--- src/tks_pkg.sv ---
// Shared constants and types for the streaming top-k selector.
package tks_pkg;

  // Default sizing handed to the top level
  localparam int unsigned MaxKDef     = 8;
  localparam int unsigned MaxItemsDef = 4096;

  // Fixed field widths
  localparam int unsigned ScoreW = 32;
  localparam int unsigned CfgW   = 4;

  // Reset value of the k register
  localparam logic [CfgW-1:0] KReset = 4'd5;

  // Per-cycle control broadcast to every cell
  typedef struct packed {
    logic accept;  // input beat taken this cycle
    logic last;    // that beat closes the vector
    logic shift;   // result beat taken, advance drain row
  } cell_ctrl_t;

endpackage

--- src/tks_in_if.sv ---
// Input stream channel: one score per beat with end-of-vector mark.
interface tks_in_if;
  logic                             valid;
  logic                             ready;
  logic signed [tks_pkg::ScoreW-1:0] score;
  logic                             last_item;

  modport source (output valid, output score, output last_item, input ready);
  modport sink   (input valid, input score, input last_item, output ready);
endinterface

--- src/tks_out_if.sv ---
// Result stream channel: one ranked entry per beat.
interface tks_out_if #(
  parameter int unsigned RankW = 3,
  parameter int unsigned IdxW  = 12
);
  logic                             valid;
  logic                             ready;
  logic [RankW-1:0]                 rank;
  logic [IdxW-1:0]                  class_index;
  logic signed [tks_pkg::ScoreW-1:0] best_score;
  logic                             last_result;

  modport source (output valid, output rank, output class_index, output best_score,
                  output last_result, input ready);
  modport sink   (input valid, input rank, input class_index, input best_score,
                  input last_result, output ready);
endinterface

--- src/tks_cell.sv ---
// One slot of the sorted list plus one slot of the result drain row.
module tks_cell #(
  parameter int unsigned IdxW = 12
) (
  input  logic                             clk_i,
  input  logic                             rst_ni,
  input  tks_pkg::cell_ctrl_t              ctrl_i,
  input  logic signed [tks_pkg::ScoreW-1:0] new_score_i,
  input  logic [IdxW-1:0]                  new_index_i,
  // neighbor toward rank 0
  input  logic                             prev_beats_i,
  input  logic                             prev_valid_i,
  input  logic signed [tks_pkg::ScoreW-1:0] prev_score_i,
  input  logic [IdxW-1:0]                  prev_index_i,
  // neighbor toward the tail, drain row
  input  logic signed [tks_pkg::ScoreW-1:0] next_drain_score_i,
  input  logic [IdxW-1:0]                  next_drain_index_i,
  output logic                             beats_o,
  output logic                             valid_o,
  output logic signed [tks_pkg::ScoreW-1:0] score_o,
  output logic [IdxW-1:0]                  index_o,
  output logic signed [tks_pkg::ScoreW-1:0] drain_score_o,
  output logic [IdxW-1:0]                  drain_index_o
);

  logic                             valid_q, valid_d;
  logic signed [tks_pkg::ScoreW-1:0] score_q, score_d;
  logic [IdxW-1:0]                  index_q, index_d;
  logic signed [tks_pkg::ScoreW-1:0] dscore_q;
  logic [IdxW-1:0]                  dindex_q;

  // New score outranks this slot; ties stay behind the kept entry
  assign beats_o = !valid_q || (new_score_i > score_q);

  // Take the neighbor's entry, take the new entry, or hold
  always_comb begin
    valid_d = valid_q;
    score_d = score_q;
    index_d = index_q;
    if (prev_beats_i) begin
      valid_d = prev_valid_i;
      score_d = prev_score_i;
      index_d = prev_index_i;
    end else if (beats_o) begin
      valid_d = 1'b1;
      score_d = new_score_i;
      index_d = new_index_i;
    end
  end

  // Slot occupancy: drop everything once a vector closes
  always_ff @(posedge clk_i or negedge rst_ni) begin
    if (!rst_ni) begin
      valid_q <= 1'b0;
    end else if (ctrl_i.accept) begin
      valid_q <= ctrl_i.last ? 1'b0 : valid_d;
    end
  end

  // Slot payload
  always_ff @(posedge clk_i) begin
    if (ctrl_i.accept) begin
      score_q <= score_d;
      index_q <= index_d;
    end
  end

  // Drain row: load the final list, then advance toward rank 0
  always_ff @(posedge clk_i) begin
    if (ctrl_i.accept && ctrl_i.last) begin
      dscore_q <= score_d;
      dindex_q <= index_d;
    end else if (ctrl_i.shift) begin
      dscore_q <= next_drain_score_i;
      dindex_q <= next_drain_index_i;
    end
  end

  assign valid_o       = valid_q;
  assign score_o       = score_q;
  assign index_o       = index_q;
  assign drain_score_o = dscore_q;
  assign drain_index_o = dindex_q;

endmodule

--- src/top_k_select_core.sv ---
// Streaming top-k selector: a chain of compare-insert cells and a drain row.
//
// Usage: scores enter on in_i, one per beat, numbered from 0 in arrival
// order; last_item marks the final score of a vector. A row of MAX_K cells
// keeps the highest scores in descending order, ties behind earlier
// positions. Every cell compares against the incoming score in parallel,
// so one score is taken every cycle that in_i.ready is high.
// When the last score of a vector is taken, the final list is copied into
// the drain row and the cells clear at once for the next vector. The
// results appear on out_o from the next cycle: min(k, scores seen) beats,
// rank 0 first, last_result on the final one. k_count 0 counts as 1 and
// values above MAX_K count as MAX_K; write it only while the block is idle.
// A stalled out_o holds the current result; non-last scores of the next
// vector are still taken meanwhile. A last score waits (ready low) until
// the drain row has emptied, that is until every reported rank is taken.
// Reset clears the list, the position counter and the drain count and sets
// k_count to 5. Positions saturate at MAX_ITEMS-1.
module top_k_select_core #(
  parameter int unsigned MAX_K     = tks_pkg::MaxKDef,
  parameter int unsigned MAX_ITEMS = tks_pkg::MaxItemsDef,
  parameter int unsigned RankW     = (MAX_K > 1) ? $clog2(MAX_K) : 1,
  parameter int unsigned IdxW      = $clog2(MAX_ITEMS)
) (
  input  logic                      clk_i,
  input  logic                      rst_ni,
  input  logic                      k_count_we_i,
  input  logic [tks_pkg::CfgW-1:0]  k_count_i,
  tks_in_if.sink                    in_i,
  tks_out_if.source                 out_o
);

  localparam int unsigned CntW = $clog2(MAX_K + 1);
  localparam int unsigned KW   = (CntW > tks_pkg::CfgW) ? CntW : tks_pkg::CfgW;

  logic [tks_pkg::CfgW-1:0] k_q;
  logic [IdxW-1:0]          pos_q;
  logic [CntW-1:0]          kept_q, kept_d;
  logic [CntW-1:0]          left_q;
  logic [CntW-1:0]          rank_q;
  logic [KW-1:0]            k_eff;
  logic [KW-1:0]            n_wide;
  logic                     busy;
  logic                     in_fire, out_fire;
  tks_pkg::cell_ctrl_t      ctrl;

  logic                             beats_w  [MAX_K];
  logic                             valid_w  [MAX_K];
  logic signed [tks_pkg::ScoreW-1:0] score_w  [MAX_K];
  logic [IdxW-1:0]                  index_w  [MAX_K];
  logic signed [tks_pkg::ScoreW-1:0] dscore_w [MAX_K];
  logic [IdxW-1:0]                  dindex_w [MAX_K];

  // Handshakes: a closing score waits for the drain row to empty
  assign busy        = (left_q != '0);
  assign in_i.ready  = !(in_i.last_item && busy);
  assign in_fire     = in_i.valid && in_i.ready;
  assign out_fire    = out_o.valid && out_o.ready;

  assign ctrl.accept = in_fire;
  assign ctrl.last   = in_i.last_item;
  assign ctrl.shift  = out_fire;

  // Configuration register
  always_ff @(posedge clk_i or negedge rst_ni) begin
    if (!rst_ni) begin
      k_q <= tks_pkg::KReset;
    end else if (k_count_we_i) begin
      k_q <= k_count_i;
    end
  end

  // Clamp k and count the results of the closing vector
  always_comb begin
    kept_d = (kept_q == CntW'(MAX_K)) ? kept_q : kept_q + 1'b1;
    if (k_q == '0) begin
      k_eff = KW'(1);
    end else if (KW'(k_q) > KW'(MAX_K)) begin
      k_eff = KW'(MAX_K);
    end else begin
      k_eff = KW'(k_q);
    end
    n_wide = (KW'(kept_d) < k_eff) ? KW'(kept_d) : k_eff;
  end

  // Position counter and fill count
  always_ff @(posedge clk_i or negedge rst_ni) begin
    if (!rst_ni) begin
      pos_q  <= '0;
      kept_q <= '0;
    end else if (in_fire) begin
      if (in_i.last_item) begin
        pos_q  <= '0;
        kept_q <= '0;
      end else begin
        kept_q <= kept_d;
        if (pos_q != IdxW'(MAX_ITEMS - 1)) begin
          pos_q <= pos_q + 1'b1;
        end
      end
    end
  end

  // Drain bookkeeping: results left and current rank
  always_ff @(posedge clk_i or negedge rst_ni) begin
    if (!rst_ni) begin
      left_q <= '0;
      rank_q <= '0;
    end else if (in_fire && in_i.last_item) begin
      left_q <= CntW'(n_wide);
      rank_q <= '0;
    end else if (out_fire) begin
      left_q <= left_q - 1'b1;
      rank_q <= rank_q + 1'b1;
    end
  end

  // Cell chain
  for (genvar i = 0; i < MAX_K; i++) begin : g_cell
    logic                             prev_beats;
    logic                             prev_valid;
    logic signed [tks_pkg::ScoreW-1:0] prev_score;
    logic [IdxW-1:0]                  prev_index;
    logic signed [tks_pkg::ScoreW-1:0] nxt_dscore;
    logic [IdxW-1:0]                  nxt_dindex;

    if (i == 0) begin : g_head
      assign prev_beats = 1'b0;
      assign prev_valid = 1'b0;
      assign prev_score = '0;
      assign prev_index = '0;
    end else begin : g_body
      assign prev_beats = beats_w[i-1];
      assign prev_valid = valid_w[i-1];
      assign prev_score = score_w[i-1];
      assign prev_index = index_w[i-1];
    end

    if (i == MAX_K - 1) begin : g_tail
      assign nxt_dscore = dscore_w[i];
      assign nxt_dindex = dindex_w[i];
    end else begin : g_mid
      assign nxt_dscore = dscore_w[i+1];
      assign nxt_dindex = dindex_w[i+1];
    end

    tks_cell #(
      .IdxW (IdxW)
    ) u_cell (
      .clk_i              (clk_i),
      .rst_ni             (rst_ni),
      .ctrl_i             (ctrl),
      .new_score_i        (in_i.score),
      .new_index_i        (pos_q),
      .prev_beats_i       (prev_beats),
      .prev_valid_i       (prev_valid),
      .prev_score_i       (prev_score),
      .prev_index_i       (prev_index),
      .next_drain_score_i (nxt_dscore),
      .next_drain_index_i (nxt_dindex),
      .beats_o            (beats_w[i]),
      .valid_o            (valid_w[i]),
      .score_o            (score_w[i]),
      .index_o            (index_w[i]),
      .drain_score_o      (dscore_w[i]),
      .drain_index_o      (dindex_w[i])
    );
  end

  // Result beat from the head of the drain row
  assign out_o.valid       = busy;
  assign out_o.rank        = RankW'(rank_q);
  assign out_o.class_index = dindex_w[0];
  assign out_o.best_score  = dscore_w[0];
  assign out_o.last_result = (left_q == CntW'(1));

endmodule

--- src/flat_wrapper.sv ---
// flat-port wrapper written by rule: the top's interface ports become plain ports
module top_k_select_core_flat 
#(
  parameter int unsigned MAX_K     = tks_pkg::MaxKDef,
  parameter int unsigned MAX_ITEMS = tks_pkg::MaxItemsDef,
  parameter int unsigned RankW     = (MAX_K > 1) ? $clog2(MAX_K) : 1,
  parameter int unsigned IdxW      = $clog2(MAX_ITEMS)
)
  (clk_i, rst_ni, k_count_we_i, k_count_i, in_i_valid, in_i_score, in_i_last_item, in_i_ready, out_o_valid, out_o_rank, out_o_class_index, out_o_best_score, out_o_last_result, out_o_ready);
  tks_in_if in_i_i ();
  tks_out_if #(.RankW(RankW), .IdxW(IdxW)) out_o_i ();
  input  logic clk_i;
  input  logic rst_ni;
  input  logic k_count_we_i;
  input  logic [tks_pkg::CfgW-1:0] k_count_i;
  input wire logic [$bits(in_i_i.valid)-1:0] in_i_valid;
  input wire logic [$bits(in_i_i.score)-1:0] in_i_score;
  input wire logic [$bits(in_i_i.last_item)-1:0] in_i_last_item;
  output wire logic [$bits(in_i_i.ready)-1:0] in_i_ready;
  output wire logic [$bits(out_o_i.valid)-1:0] out_o_valid;
  output wire logic [$bits(out_o_i.rank)-1:0] out_o_rank;
  output wire logic [$bits(out_o_i.class_index)-1:0] out_o_class_index;
  output wire logic [$bits(out_o_i.best_score)-1:0] out_o_best_score;
  output wire logic [$bits(out_o_i.last_result)-1:0] out_o_last_result;
  input wire logic [$bits(out_o_i.ready)-1:0] out_o_ready;
  assign in_i_i.valid = in_i_valid;
  assign in_i_i.score = in_i_score;
  assign in_i_i.last_item = in_i_last_item;
  assign in_i_ready = in_i_i.ready;
  assign out_o_valid = out_o_i.valid;
  assign out_o_rank = out_o_i.rank;
  assign out_o_class_index = out_o_i.class_index;
  assign out_o_best_score = out_o_i.best_score;
  assign out_o_last_result = out_o_i.last_result;
  assign out_o_i.ready = out_o_ready;
  top_k_select_core #(.MAX_K(MAX_K), .MAX_ITEMS(MAX_ITEMS), .RankW(RankW), .IdxW(IdxW)) u_core (.clk_i(clk_i), .rst_ni(rst_ni), .k_count_we_i(k_count_we_i), .k_count_i(k_count_i), .in_i(in_i_i), .out_o(out_o_i));
endmodule
--- config.mk ---
export PLATFORM = sky130hd
export DESIGN_NAME = top_k_select_core_flat
export DESIGN_NICKNAME = d
export VERILOG_FILES = /design/src/tks_pkg.sv /design/src/tks_in_if.sv /design/src/tks_out_if.sv /design/src/tks_cell.sv /design/src/top_k_select_core.sv /design/src/flat_wrapper.sv
export SDC_FILE = /design/constraint.sdc
export NUM_CORES = 2
export LEC_CHECK = 0
export BUFFER_PORTS_ARGS = -buffer_cell sky130_fd_sc_hd__buf_2
export CAP_MARGIN = 10
export CORE_MARGIN = 2
export CORE_UTILIZATION = 35
export CTS_CLUSTER_SIZE = 14
export DETAILED_ROUTE_END_ITERATION = 10
export HOLD_SLACK_MARGIN = 0.02
export PLACE_DENSITY = 0.52
export REMOVE_ABC_BUFFERS = 1
export SLEW_MARGIN = 0
export SYNTH_ARGS = -nofsm -noshare
export SYNTH_HDL_FRONTEND = slang
export SYNTH_SLANG_ARGS = --single-unit
--- constraint.sdc ---
create_clock -name clk_i -period 10.4 [get_ports clk_i]
set_input_delay 1.04 -clock clk_i [delete_from_list [all_inputs] [get_ports clk_i]]
set_output_delay 1.04 -clock clk_i [all_outputs]
set_load 0.01 [all_outputs]
=== Word level (Yosys, flattened, before mapping) ===
Cells that the tools add are included.

* Div/mod/pow operators: 0
* $add $sub $neg: 4
* Magnitude comparators: 10
* Reductions and logical operators: 42
* $mul: 0
* Equality and inequality tests: 3
* Multiplexer cells: 92
* Shift operators: 0
* Bitwise logic cells: 0

{| class="wikitable"
|+ Operators with widths
! operator !! number
|-
| 32-bit 2-to-1 mux || 29
|-
| 12-bit 2-to-1 mux || 31
|-
| 32-bit greater-than comparator || 8
|-
| 4-bit 2-to-1 mux || 9
|-
| 1-bit 2-to-1 mux || 23
|-
| 3-bit nonzero test || 7
|-
| 2-bit AND reduction || 9
|-
| 12-bit by 1-bit adder with 12-bit output (second input constant) || 1
|-
| 12-bit != test (second input constant) || 1
|-
| 1-bit zero test || 9
|-
| 4-bit by 1-bit adder with 4-bit output (second input constant) || 2
|-
| 1-bit logical OR || 8
|-
| 2-bit nonzero test || 3
|-
| 4-bit by 1-bit equality test with 1-bit output (second input constant) || 1
|-
| 4-bit equality test (second input constant) || 1
|-
| 4-bit greater-than comparator (second input constant) || 1
|-
| 1-bit logical AND || 4
|-
| 4-bit zero test || 1
|-
| 4-bit less-than comparator || 1
|-
| 4-bit nonzero test || 1
|-
| 4-bit by 1-bit subtractor with 4-bit output (second input constant) || 1
|}

* Input port bits: 42
* Register bits: 740
* Latch bits: 0
* RAM bits: 0
* Memories: 0
* Memory bits (read-only): 0
* Output and inout port bits: 50
* Word-level logic and storage cells: 196

=== Logic depth before layout (Yosys ltp) ===
* Depth after elaboration: 6
* Gate-level depth with buffers: 14
* Gate-level depth less buffers: 12

=== Cells and area by module ===
From an unflattened synthesis, not the netlist that was laid out.

* Cells, all modules: 5079
* Area, all modules: 50975.1 µm²

{| class="wikitable"
|+ By module, submodules not included
! module !! area each (µm²) !! cells an instance !! instances !! sequential area each (µm²)
|-
| tks_cell at u_core.g_cell[0].u_cell ... || 6160.9 || 614 || 7 || 2667.6
|-
| tks_cell at u_core.g_cell[7].u_cell || 6170.9 || 613 || 1 || 2667.6
|-
| top_k_select_core || 1677.9 || 168 || 1 || 678.2
|}

=== Worst setup path after synthesis ===
Ideal clock, no wire load.

* Path kind: input port to flip-flop
* Start point: in in_i_last_item
* End point: reg u_core.g_cell[0].u_cell.dindex_q[0], enable pin
* Setup time: 2.309 ns
* Setup slack: 1.098 ns
* Data required time: 8.091 ns
* Arrival: 6.993 ns
* Buffers on the path: 3
* Stages: 5
* Cells stage by stage: buf_2 > nand4_1 > clkbuf_1 > clkbuf_1 > nand2_1

* Longest elaborated chain between the ends: 5

{| class="wikitable"
|+ Ends and longest elaborated chain
! item !! line !! text
|-
| start, declared || flat_wrapper.sv:18 || <nowiki>input wire logic [$bits(in_i_i.last_item)-1:0] in_i_last_item;</nowiki>
|-
| 1-bit logical AND || top_k_select_core.sv:55 || <nowiki>assign in_i.ready = !(in_i.last_item && busy);</nowiki>
|-
| 1-bit zero test || top_k_select_core.sv:55 ||
|-
| 1-bit logical AND || top_k_select_core.sv:56 || <nowiki>assign in_fire = in_i.valid && in_i.ready;</nowiki>
|-
| 1-bit logical AND * || tks_cell.sv:70 || <nowiki>if (ctrl_i.accept && ctrl_i.last) begin</nowiki>
|-
| 2-bit nonzero test (no line) * || -- ||
|-
| end signal, assigned || tks_cell.sv:72 || <nowiki>dindex_q <= index_d;</nowiki>
|-
| end signal, assigned || tks_cell.sv:75 || <nowiki>dindex_q <= next_drain_index_i;</nowiki>
|-
| end, declared || tks_cell.sv:30 || <nowiki>logic [IdxW-1:0] dindex_q;</nowiki>
|}

Every way passes the cells marked *; elsewhere a longest branch is shown, timed or not.
A chain may end at the register's enable or synchronous reset.

=== Final worst setup path ===
* Start point: in in_i_score[23]
* End point: reg u_core.g_cell[2].u_cell.dscore_q (netlist bit u_core.g_cell[2].u_cell.drain_score_o[9]), data pin

* Longest elaborated chain between the ends: 5
* Elaborated cells on any way between the ends: 7
* Those cells by class: 2 x order compare; 3 x mux; 2 x reduce/logical

{| class="wikitable"
|+ Ends and longest elaborated chain
! item !! line !! text
|-
| start, declared || flat_wrapper.sv:17 || <nowiki>input wire logic [$bits(in_i_i.score)-1:0] in_i_score;</nowiki>
|-
| 32-bit greater-than comparator || tks_cell.sv:33 || <nowiki>assign beats_o = !valid_q || (new_score_i > score_q);</nowiki>
|-
| 1-bit logical OR || tks_cell.sv:33 ||
|-
| 32-bit 2-to-1 mux || tks_cell.sv:44 || <nowiki>end else if (beats_o) begin</nowiki>
|-
| 32-bit 2-to-1 mux * || tks_cell.sv:40 || <nowiki>if (prev_beats_i) begin</nowiki>
|-
| 32-bit 2-to-1 mux * || tks_cell.sv:70 ||
|-
| end signal, assigned || tks_cell.sv:71 || <nowiki>dscore_q <= score_d;</nowiki>
|-
| end signal, assigned || tks_cell.sv:74 || <nowiki>dscore_q <= next_drain_score_i;</nowiki>
|-
| end, declared || tks_cell.sv:29 || <nowiki>logic signed [tks_pkg::ScoreW-1:0] dscore_q;</nowiki>
|}

Marked as above.

==> impl_metrics.py <==
metrics = {
    "final_layout": {
        "multi_input_area_um2": 18400,
        "areaGrowthSynthToFinish_pct": 10.6,
        "nNetsFinal": 4126,
        "drive_above_1_share_pct": 15.0,
        "n_antenna_cell": 0,
        "final_area_um2": 47000,
        "final_common_cell": "edfxtp_1",
        "seq_area_um2": 22000,
        "final_cell_mix": "edfxtp_1, nor2_1, nand2_1, a21oi_1, inv_1",
        "fillers": 11734,
    },
    "floorplan": {
        "die_h_um": 353,
        "core_um2": 120000,
        "start_util_pct": 35.3,
        "num_rows": 127,
        "io_pins": 92,
        "dieArea_um2": 124000,
        "die_x_um": 353,
    },
    "synthesis": {
        "synth_flop_cell": "edfxtp_1",
        "yosys.area_share.adder_pct": 7.80,
        "synth_compound_area_share_pct": 15.2,
        "synth_top_family_by_area": "compound AO/OA/AOI/OAI gates",
        "synth_xor_area_share_pct": 0.309,
        "synth_cell_type_count": 75,
        "yosys_warnings": 0,
        "yosysSeqAreaShare_pct": 51.8,
        "synth_cells": 3871,
        "synth-edff-count": 704,
        "synthSimpleGateAreaFrac_pct": 10.4,
        "syn-mean-instance-area_um2": 11.0,
        "syn_area_um2": 42500,
        "async_flop_share_pct": 4.74,
        "ys_ff_latch": 739,
        "synth.area.mux_share_pct": 9.15,
    },
    "drt": {
        "wl_per_cell_um": 22.9,
        "first_pass_iters": 8,
        "drt-total-wl_um": 126000,
        "num_vias": 30667,
        "vias_per_cell": 5.57,
        "drc": 0,
        "antenna_left": 0,
        "drtIter0Drc": 2549,
    },
    "sta": {
        "setup_viol": 0,
        "setup_ws_ps": 4230,
        "layout_min_cycle_time_ps": 6170,
        "fin_skew_ps": 31.6,
        "maxSlewViolCount": 0,
        "grt_setup_unrepaired": "no",
        "hold_viol": 0,
        "fmax_ghz": 0.162,
        "period_share_pct": 59.3,
        "worstMarginPinSlew_ps": 1220,
        "slew_headroom_pct": 16.7,
    },
    "cts": {
        "postCtsSetupBuffers": 0,
        "numCtsBuffers": 87,
        "clock_latency_ps": 670,
        "htree_levels": 3,
        "cts_sinks": 739,
        "clk_pin_slew_ps": 60,
        "cts_tree": "done",
        "clk_path_buf_depth": 3,
        "cts_root_buffer": "clkbuf_16",
        "cts.repair.resized": 0,
        "cts_hold_buf": 0,
    },
    "critical_path": {
        "reg2reg_slack_ps": 4560,
        "required_ps": 10760,
        "critPathKind": "in2reg",
        "crit_cells": 12,
        "cpLargestDelayFamily": "buffers and inverters",
        "crit_top_cell": "buf_4",
        "worstSetupStartpointType": "input pin",
        "end_kind": "flip-flop",
        "crit_path_max_incr_delay_ps": 860,
        "cp_cell_sequence": "buf_2, ha_1, a21oi_1, o21ai_0, a221oi_1, nor4b_1, a31o_4, buf_4, buf_4, mux2_2, nor2_1, o31ai_1",
        "cp.arrival_ps": 6530,
        "cpMaxStageDelayCell": "nor4b_1",
        "cp_max_fo": 69,
        "path_buf_inv": 3,
        "r2r_cells": 12,
    },
    "place": {
        "place_area_um2": 44300,
        "dp_hpwl_um": 75400,
        "place_congestion": 0.850,
        "dp_slack_ps": 3590,
        "numPortBuffers": 91,
    },
    "min_path": {
        "hp-class": "in2async",
    },
    "power_and_ir_drop": {
        "power_frac_comb_pct": 25.7,
        "p_leak_uw": 0.0179,
        "powerDensity_nw_per_um2": 217,
        "p_int_uw": 6900,
        "ir_drop_uv": 163,
        "p_sw_uw": 3320,
        "power_frac_clock_pct": 29.5,
        "sw_frac_of_total_pct": 32.4,
        "seq_power_share_pct": 44.8,
    },
    "status": {
        "run_status": "finished clean",
    },
    "grt": {
        "grt_pass1_wl_um": 192000,
        "grt_max_degree": 154,
        "antenna_found_initial": 6,
        "overflow": 0,
        "grt_pass1_vias": 29900,
        "gr-usage-all-layers_pct": 19.8,
    },
    "run": {
        "maxCapViolCount": 0,
    },
}
[final cells by class]
cell class | count | share of cell area [%]
clock buffer | 118 | 5.12
multi-input combinational | 2589 | 39.1
inverter | 271 | 2.20
clock inverter | 41 | 0.663
timing repair buffer | 131 | 1.80
tap | 1612 | 4.29
sequential | 739 | 46.8
[synthesized netlist by cell type, drive strengths merged (3+ instances only)]
master     n  area, um^2
o221ai    44         385
o2bb2ai   14         123
a211oi    58         636
inv      270        1010
nor4      11        68.8
buf      112         648
a22oi     31         233
o21a      18         135
o21ai     83         415
nor2b     14        87.6
mux2i    138        1380
a21o      48         360
and2       5        33.8
or2        5        31.3
and4       7        61.3
a31o      31         272
o211ai    54         405
xor2       9        78.8
a21oi    280        1400
mux2     223        2510
ha       265        3320
nand3     95         475
o221a     35         394
o31ai     52         395
xnor2      6        52.6
or3       13        81.3
nor3      58         295
clkbuf   160         601
and3       3        18.8
a2111oi    5        43.8
a21boi     4        30.0
nand2    339        1270
edfxtp   704       21100
a31oi     52         325
nand4     56         350
a221oi    44         385
a22o      39         342
nor2     421        1580
a221o      4        40.0
dfrtp     33         826
[worst reg2reg max path, stage by stage (launching register included)]
cell      delay (ps)
edfxtp_1         460
inv_1             90
ha_1             230
a21oi_1          140
o21ai_0          210
a221oi_1         660
nor4b_1          860
a31o_4           670
buf_4            790
buf_4            720
mux2_2           500
nor2_1           130
o31ai_1           90
[logic make-up after synthesis]
kind of cell | Yosys count
adders and majority gates | 265
buffers and inverters | 543
xor gates and xnor gates | 15
AOI/OAI and AO/OA | 912
DFF | 739
and+or+nand+nor | 1036
muxes | 361
[final timing paths]
path / start / to
hold / removal: rst_ni / u_core.left_q[3]
setup / recovery: in_i_score[23] / u_core.g_cell[2].u_cell.drain_score_o[9]
min in group clk_i: u_core.g_cell[3].u_cell.drain_score_o[23] / u_core.g_cell[2].u_cell.drain_score_o[23]
hold reg to reg: u_core.g_cell[3].u_cell.drain_score_o[23] / u_core.g_cell[2].u_cell.drain_score_o[23]
setup reg to reg: u_core.g_cell[2].u_cell.score_o[21] / u_core.g_cell[2].u_cell.drain_score_o[9]
max in group asynchronous: rst_ni / u_core.g_cell[4].u_cell.valid_o
[per-layer routing]
layer	GRT usage, %	vias to the layer above	wire, um	part of all wire [%]
met5	0	-	35	0.028
met4	4.96	6	2990	2.4
met3	2.58	173	6710	5.3
met2	31.3	904	56900	45
met1	28.7	15205	59200	47
li1	-	14379	-	-
[through the flow]
stage | util, % | power [uW] | hold WS [ps] | setup TNS (ps) | instances
final | 39.1 | 10200 | 504 | 0 | 5501
after global routing | 39.1 | 10800 | 540 | 0 | 5501
after CTS | 39.1 | 10300 | 506 | 0 | 5500
after detailed placement | 36.8 | 7260 | 506 | 0 | 5341
after global placement | 36.8 | 7240 | 507 | 0 | 5340
after floorplan | - | 6470 | 471 | -4742050 | 3599
[power by group through the flow]
stage               Clock (uW)  Sequential (uW)  Combinational, uW
CTS                       3090             4580               2650
global placement             0             4620               2620
finish                    3020             4580               2630
global route              3200             4650               2930
floorplan                    0             4660               1810
detailed placement           0             4620               2640
[state kept, by name (all words and copies together), names as in the netlist]
| signal | cells |
|---|---|
| u_core.pos_q | 12 |
| u_core.g_cell.u_cell.score_o | 256 |
| u_core.left_q | 4 |
| u_core.g_cell.u_cell.valid_o | 8 |
| u_core.rank_q | 3 |
| u_core.g_cell.u_cell.drain_index_o | 96 |
| u_core.kept_q | 4 |
| u_core.k_q | 4 |
| u_core.g_cell.u_cell.drain_score_o | 256 |
| u_core.g_cell.u_cell.index_o | 96 |
Power figures use the tool's default switching activity.
